--- config.mk ---
export PLATFORM = sky130hd
export DESIGN_NAME = keyed_list_insert_delete_compact
export DESIGN_NICKNAME = d
export VERILOG_FILES = /design/src/rtl/kl_pkg.sv /design/src/rtl/keyed_list_insert_delete_compact.sv /design/src/rtl/kl_cell.sv
export SDC_FILE = /design/constraint.sdc
export NUM_CORES = 2
export LEC_CHECK = 0
export ABC_AREA = 1
export BUFFER_PORTS_ARGS = -buffer_cell sky130_fd_sc_hd__buf_2
export CAP_MARGIN = 30
export CORE_MARGIN = 2
export CORE_UTILIZATION = 35
export CTS_CLUSTER_DIAMETER = 150
export CTS_CLUSTER_SIZE = 40
export DETAILED_ROUTE_END_ITERATION = 12
export GPL_ROUTABILITY_DRIVEN = 0
export GPL_TIMING_DRIVEN = 0
export SYNTH_ARGS = -nofsm -noshare
export SYNTH_HDL_FRONTEND = slang
export SYNTH_SLANG_ARGS = --single-unit
--- constraint.sdc ---
create_clock -name clk -period 15.8 [get_ports clk]
set_input_delay 3.16 -clock clk [delete_from_list [all_inputs] [get_ports clk]]
set_output_delay 3.16 -clock clk [all_outputs]
set_load 0.01 [all_outputs]
--- src/rtl/kl_pkg.sv ---
// Shared types and codes for the keyed list block.
// No dependencies; used by kl_cell, the top level and the checker.
`timescale 1ns / 1ps

package kl_pkg;

  localparam int KEY_W    = 32;
  localparam int TAG_W    = 16;
  localparam int STATUS_W = 3;
  localparam int OCOUNT_W = 5;

  typedef logic [KEY_W-1:0]    key_t;
  typedef logic [TAG_W-1:0]    tag_t;
  typedef logic [STATUS_W-1:0] status_t;

  localparam logic REQ_APPEND = 1'b0;
  localparam logic REQ_DELETE = 1'b1;

  localparam status_t ST_APPENDED = 3'd0;
  localparam status_t ST_FULL     = 3'd1;
  localparam status_t ST_REMOVED  = 3'd2;
  localparam status_t ST_EMPTY    = 3'd3;
  localparam status_t ST_NOTFOUND = 3'd4;

  // per-cell control from the top level for the execute cycle
  typedef struct packed {
    logic exec_app;      // append is being committed
    logic exec_del;      // delete is being committed
    logic in_list;       // this cell holds a live entry
    logic at_tail;       // this cell is the first free slot
    logic next_in_list;  // right neighbor holds a live entry
  } cell_ctrl_t;

endpackage

--- src/rtl/keyed_list_insert_delete_compact.sv ---
// Top level of the keyed list: request/response handshake, fill count, cell row.
// Depends on kl_pkg and kl_cell.
`timescale 1ns / 1ps

// Bounded ordered list of LIST_DEPTH entries (32-bit member number plus
// 16-bit tag) held in a row of cells. A request word is handled in turn:
// the accept cycle registers it, the execute cycle runs every cell's key
// compare at once, ripples the first-hit flag and tag down the row, and
// commits the append or the one-step compacting shift. A new request is
// taken only once the execute cycle is done, so words are not overlapped;
// the execute cycle waits only while an earlier response word still sits
// stalled in the output register. An append lands in the first free cell
// or reports full; a delete removes the frontmost matching entry and
// returns its tag. entry_count carries the count after the request in its
// low 5 bits. No clearing pass: entries beyond the fill count are never read.
module keyed_list_insert_delete_compact #(
  parameter int LIST_DEPTH = 16
) (
  input  logic                      clk,
  input  logic                      rst,
  // request channel
  input  logic                      req_valid,
  output logic                      req_stall,
  input  logic                      req_type,
  input  kl_pkg::key_t              member_id,
  input  kl_pkg::tag_t              entry_tag,
  // response channel
  output logic                      rsp_valid,
  input  logic                      rsp_stall,
  output kl_pkg::status_t           status,
  output kl_pkg::tag_t              removed_tag,
  output logic [kl_pkg::OCOUNT_W-1:0] entry_count
);
  import kl_pkg::*;

  localparam int COUNT_W = $clog2(LIST_DEPTH + 1);

  typedef enum logic [1:0] {
    S_IDLE = 2'b01,
    S_EXEC = 2'b10
  } state_t;

  state_t             state;
  logic [COUNT_W-1:0] fill_count;
  logic [COUNT_W-1:0] fill_count_next;
  logic               op_del;       // latched request word
  key_t               op_key;
  tag_t               op_tag;

  logic               req_acc;
  logic               exec;
  logic               full;
  logic               empty;
  status_t            status_next;
  tag_t               removed_next;
  logic [COUNT_W+OCOUNT_W-1:0] count_ext;

  // cell row wiring; index LIST_DEPTH is the end of the chain
  logic       found_c [LIST_DEPTH+1];
  tag_t       tag_c   [LIST_DEPTH+1];
  key_t       key_s   [LIST_DEPTH+1];
  tag_t       tag_s   [LIST_DEPTH+1];
  logic       live    [LIST_DEPTH+1];
  cell_ctrl_t ctrl    [LIST_DEPTH];

  assign req_stall = (state != S_IDLE);
  assign req_acc   = req_valid && !req_stall;
  // commit only when the output register is free or being drained
  assign exec      = (state == S_EXEC) && (!rsp_valid || !rsp_stall);

  assign full  = (fill_count == COUNT_W'(LIST_DEPTH));
  assign empty = (fill_count == '0);

  assign found_c[0]        = 1'b0;
  assign tag_c[0]          = '0;
  assign key_s[LIST_DEPTH] = '0;
  assign tag_s[LIST_DEPTH] = '0;
  assign live[LIST_DEPTH]  = 1'b0;

  for (genvar i = 0; i < LIST_DEPTH; i++) begin : g_cell
    assign live[i] = (COUNT_W'(i) < fill_count);

    always_comb begin
      ctrl[i].exec_app     = exec && (op_del == REQ_APPEND);
      ctrl[i].exec_del     = exec && (op_del == REQ_DELETE);
      ctrl[i].in_list      = live[i];
      ctrl[i].at_tail      = (COUNT_W'(i) == fill_count);
      ctrl[i].next_in_list = live[i+1];
    end

    kl_cell u_cell (
      .clk       (clk),
      .ctrl      (ctrl[i]),
      .srch_key  (op_key),
      .new_tag   (op_tag),
      .found_in  (found_c[i]),
      .tag_in    (tag_c[i]),
      .nxt_key   (key_s[i+1]),
      .nxt_tag   (tag_s[i+1]),
      .key       (key_s[i]),
      .tag       (tag_s[i]),
      .found_out (found_c[i+1]),
      .tag_out   (tag_c[i+1])
    );
  end

  // result of the request in flight
  always_comb begin
    fill_count_next = fill_count;
    removed_next    = '0;
    if (op_del == REQ_APPEND) begin
      if (full) begin
        status_next = ST_FULL;
      end else begin
        status_next     = ST_APPENDED;
        fill_count_next = fill_count + COUNT_W'(1);
      end
    end else if (empty) begin
      status_next = ST_EMPTY;
    end else if (found_c[LIST_DEPTH]) begin
      status_next     = ST_REMOVED;
      removed_next    = tag_c[LIST_DEPTH];
      fill_count_next = fill_count - COUNT_W'(1);
    end else begin
      status_next = ST_NOTFOUND;
    end
  end

  assign count_ext = {{OCOUNT_W{1'b0}}, fill_count_next};

  always_ff @(posedge clk) begin
    if (rst) begin
      state      <= S_IDLE;
      fill_count <= '0;
      rsp_valid  <= 1'b0;
    end else begin
      unique case (state)
        S_IDLE: begin
          if (req_acc) begin
            state <= S_EXEC;
          end
        end
        S_EXEC: begin
          if (exec) begin
            state <= S_IDLE;
          end
        end
        default: state <= S_IDLE;
      endcase
      if (exec) begin
        fill_count <= fill_count_next;
        rsp_valid  <= 1'b1;
      end else if (!rsp_stall) begin
        rsp_valid  <= 1'b0;
      end
    end
  end

  // payload registers
  always_ff @(posedge clk) begin
    if (req_acc) begin
      op_del <= req_type;
      op_key <= member_id;
      op_tag <= entry_tag;
    end
    if (exec) begin
      status      <= status_next;
      removed_tag <= removed_next;
      entry_count <= count_ext[OCOUNT_W-1:0];
    end
  end

endmodule

--- src/rtl/kl_cell.sv ---
// One list slot: key/tag storage, match compare, first-hit chain and shift.
// Depends on kl_pkg.
`timescale 1ns / 1ps

module kl_cell (
  input  logic               clk,
  input  kl_pkg::cell_ctrl_t ctrl,
  input  kl_pkg::key_t       srch_key,
  input  kl_pkg::tag_t       new_tag,
  input  logic               found_in,
  input  kl_pkg::tag_t       tag_in,
  input  kl_pkg::key_t       nxt_key,
  input  kl_pkg::tag_t       nxt_tag,
  output kl_pkg::key_t       key,
  output kl_pkg::tag_t       tag,
  output logic               found_out,
  output kl_pkg::tag_t       tag_out
);
  import kl_pkg::*;

  logic hit;

  assign hit       = ctrl.in_list && (key == srch_key);
  assign found_out = found_in || hit;
  // first hit from the front wins
  assign tag_out   = found_in ? tag_in : (hit ? tag : '0);

  always_ff @(posedge clk) begin
    if (ctrl.exec_app && ctrl.at_tail) begin
      key <= srch_key;
      tag <= new_tag;
    end else if (ctrl.exec_del && found_out && ctrl.next_in_list) begin
      key <= nxt_key;
      tag <= nxt_tag;
    end
  end

endmodule

==> reports/results.txt <==
outcome: finished, final reports clean
Max Cap Violations: 0
post-layout min period: 6.338 ns
CTS tree: built
R2R Path End: g_cell[8].u_cell.key[8]
largest net degree at the start of global routing: 42
Crit. End Element: flip-flop
initial antenna violation count: 6
Synth cell types: 55
setup TNS: 0 ns
antenna viol nets, final: 0
area share of the largest cell type after synthesis: 0.5509
critical path startpoint category: input port
worst-skew pair later-pin latency: 0.71 ns
FF-to-FF path depth: 15
root buffer cell: clkbuf_16
area leader, netlist: edfxtp_1
Slew @ Worst Pin: 1.067 ns
Area Growth Syn to Fin: 9.122%
commonest cells after routing, fill and taps aside: nand2_1 (1445), edfxtp_1 (841), o21ai_0 (837)
post-DR wirelength/cell: 24.61 µm
placed cells: 6911
cell count after synthesis: 5038
unrepaired setup endpoints after global routing: false
Mean Syn Cell Area: 9.099 µm²
Die Height: 365.9 µm
maximum level of the CTS H-tree: 1
Peak Freq: 157.8 MHz
sequential share of the synthesized area: 0.5544
Reg2Reg Launch Point: op_key[1]
synth top area cells: edfxtp_1 (55%), nand2_1 (12%), o21ai_0 (9.1%)
Crit path arrival time: 6.76 ns
number of global-route vias before repair: 36190
Rel. slew slack: 0.2809
Leak: 0.01886 µW
Vias: 38550
clk sinks: 849
Max rail drop VDD: 0.09116 mV
DR pass1 iterations: 7
vias per cell: 5.548
layout cells sized above 1: 0.07474
Crit. Startpoint: rsp_stall
Finished Layout Cells: 6948
cts hold-fix bufs: 0
hold_sp: op_key[7]
1st-iter DRT viols: 5781
first-pass GRT wire length: 244.7 mm
fin crit share: 0.4011
Warnings, synthesis: 0
# setup viols final: 0
Synth Cell Area: 45840 µm²
final core utilization: 0.3853
Final nets: 5254
Slew Limit Fails: 0
worst hold path type: flip-flop to flip-flop
Fillers: 13060
GRT Overall Usage: 0.2465
Remaining Overflow, GRT: 0
starting density of the core: 0.3531
crit path to: g_cell[3].u_cell.key[14]
Crit Path Max Fanout: 10
Core Area: 129800 µm²
#FFs+latches synth: 849
routed wire length: 171.0 mm
commonest non-fill, non-tap cell in the layout: nand2_1
Rows: 132
DRC viols: 0
die area: 133900 µm²
pwr dens: 76.04 nW/µm²
PostCTS Resize Cnt: 0
HPWL after detailed placement: 139.6 mm
Final Hold Viols: 0
Max clock buf depth: 3
clk_skew: 0.06307 ns
post-CTS setup buffer count: 0
clock-pin transition on the worst setup and hold timing paths: 0.14 ns
port buffer count: 78
Synth Net Count: 5096
die width: 365.9 µm
R2R setup slack: 10.18 ns
Setup CP Type: input port to flip-flop
CP required: 16.22 ns
total power: 3804 µW
I/O pin cnt: 79
CTS Buf Count: 25
sequential cells by signal (all words and copies together) (netlist names):
signal / cells
entry_count: 5
fill_count: 5
g_cell.u_cell.key: 512
g_cell.u_cell.tag: 256
op_del: 1
op_key: 32
op_tag: 16
removed_tag: 16
rsp_valid: 1
state: 2
status: 3
per-layer routing:
layer  wire [µm]  global-route usage
met1       67700              0.3318
met2       75330              0.3865
met3       17320             0.03300
met4       10600              0.1316
met5          50                   0
power by group:
group / total (µW) / leakage (µW) / internal, µW / switching, µW
Clock: 996 / 0.000335 / 301 / 696
Combinational: 343 / 0.0108 / 86.5 / 256
Sequential: 2460 / 0.00769 / 2450 / 12.0
critical path: stages:
cell	delay (ns)
buf_2	0.10
nand2_1	0.07
nand2_1	0.16
clkbuf_1	0.37
nor2_1	0.55
inv_1	0.24
clkbuf_1	0.37
o41ai_2	0.98
buf_4	0.33
buf_4	0.20
buf_4	0.20
Yosys cell counts, drive strengths merged:
cell type     n
buf          90
o41ai         3
o31ai         8
clkbuf      241
inv         274
nor3b        20
xnor2       264
or4           2
edfxtp      841
o21bai        7
o2111ai       3
a211oi        4
nand2      1451
or2          89
clkinv        6
a21oi        55
a32o          1
nor4         46
nand4       148
o211a         1
o2111a        1
o22ai         9
nor4b         5
ha            5
or3b          1
or3           1
xor2         73
a31oi         5
nand3b       18
nand3       187
a2111oi       1
o211ai        9
nor3         46
and3         10
o32ai         1
o21ai       844
dfxtp         8
nor2        260
worst min path at each step:
stage,to,slack (ns),cells after the start
global route,g_cell[15].u_cell.key[19],0.49,0
finish,g_cell[15].u_cell.key[7],0.47,0
global placement,g_cell[15].u_cell.key[15],0.44,0
detailed placement,g_cell[15].u_cell.tag[7],0.44,0
floorplan,g_cell[15].u_cell.key[11],0.42,0
CTS,g_cell[15].u_cell.tag[7],0.47,0
metrics by stage:
step	hold slack, ns	worst slack (ns)	cell area [µm²]
after floorplan	0.4206	6.329	45840
after global placement	0.4353	0.9183	48410
after detailed placement	0.4380	8.943	49310
after CTS	0.4719	9.676	50010
after global routing	0.4868	9.449	50020
final	0.4707	9.462	50020
cell type report:
| type | count | area (µm²) | share of cell area |
|---|---|---|---|
| Clock inverter | 2 | 38.79 | 0.0007754 |
| Tap cell | 1742 | 2180 | 0.04357 |
| Sequential cell | 849 | 25410 | 0.5081 |
| Antenna cell | 1 | 2.502 | 0.00005003 |
| Multi-Input combinational cell | 3578 | 18070 | 0.3613 |
| Inverter | 280 | 1051 | 0.02101 |
| Clock buffer | 34 | 659.4 | 0.01318 |
| Timing Repair Buffer | 131 | 1112 | 0.02224 |
| Buffer | 331 | 1493 | 0.02984 |
cells by family after synthesis:
kind of cell,after synthesis,share of synthesized area
fa+ha+maj,5,0.001365
buf+inv,611,0.05549
simple gates,2284,0.2175
compound gates,952,0.1069
flops,849,0.5544
xor+xnor,337,0.06439
Note: power is estimated with default switching activity, not from simulation.
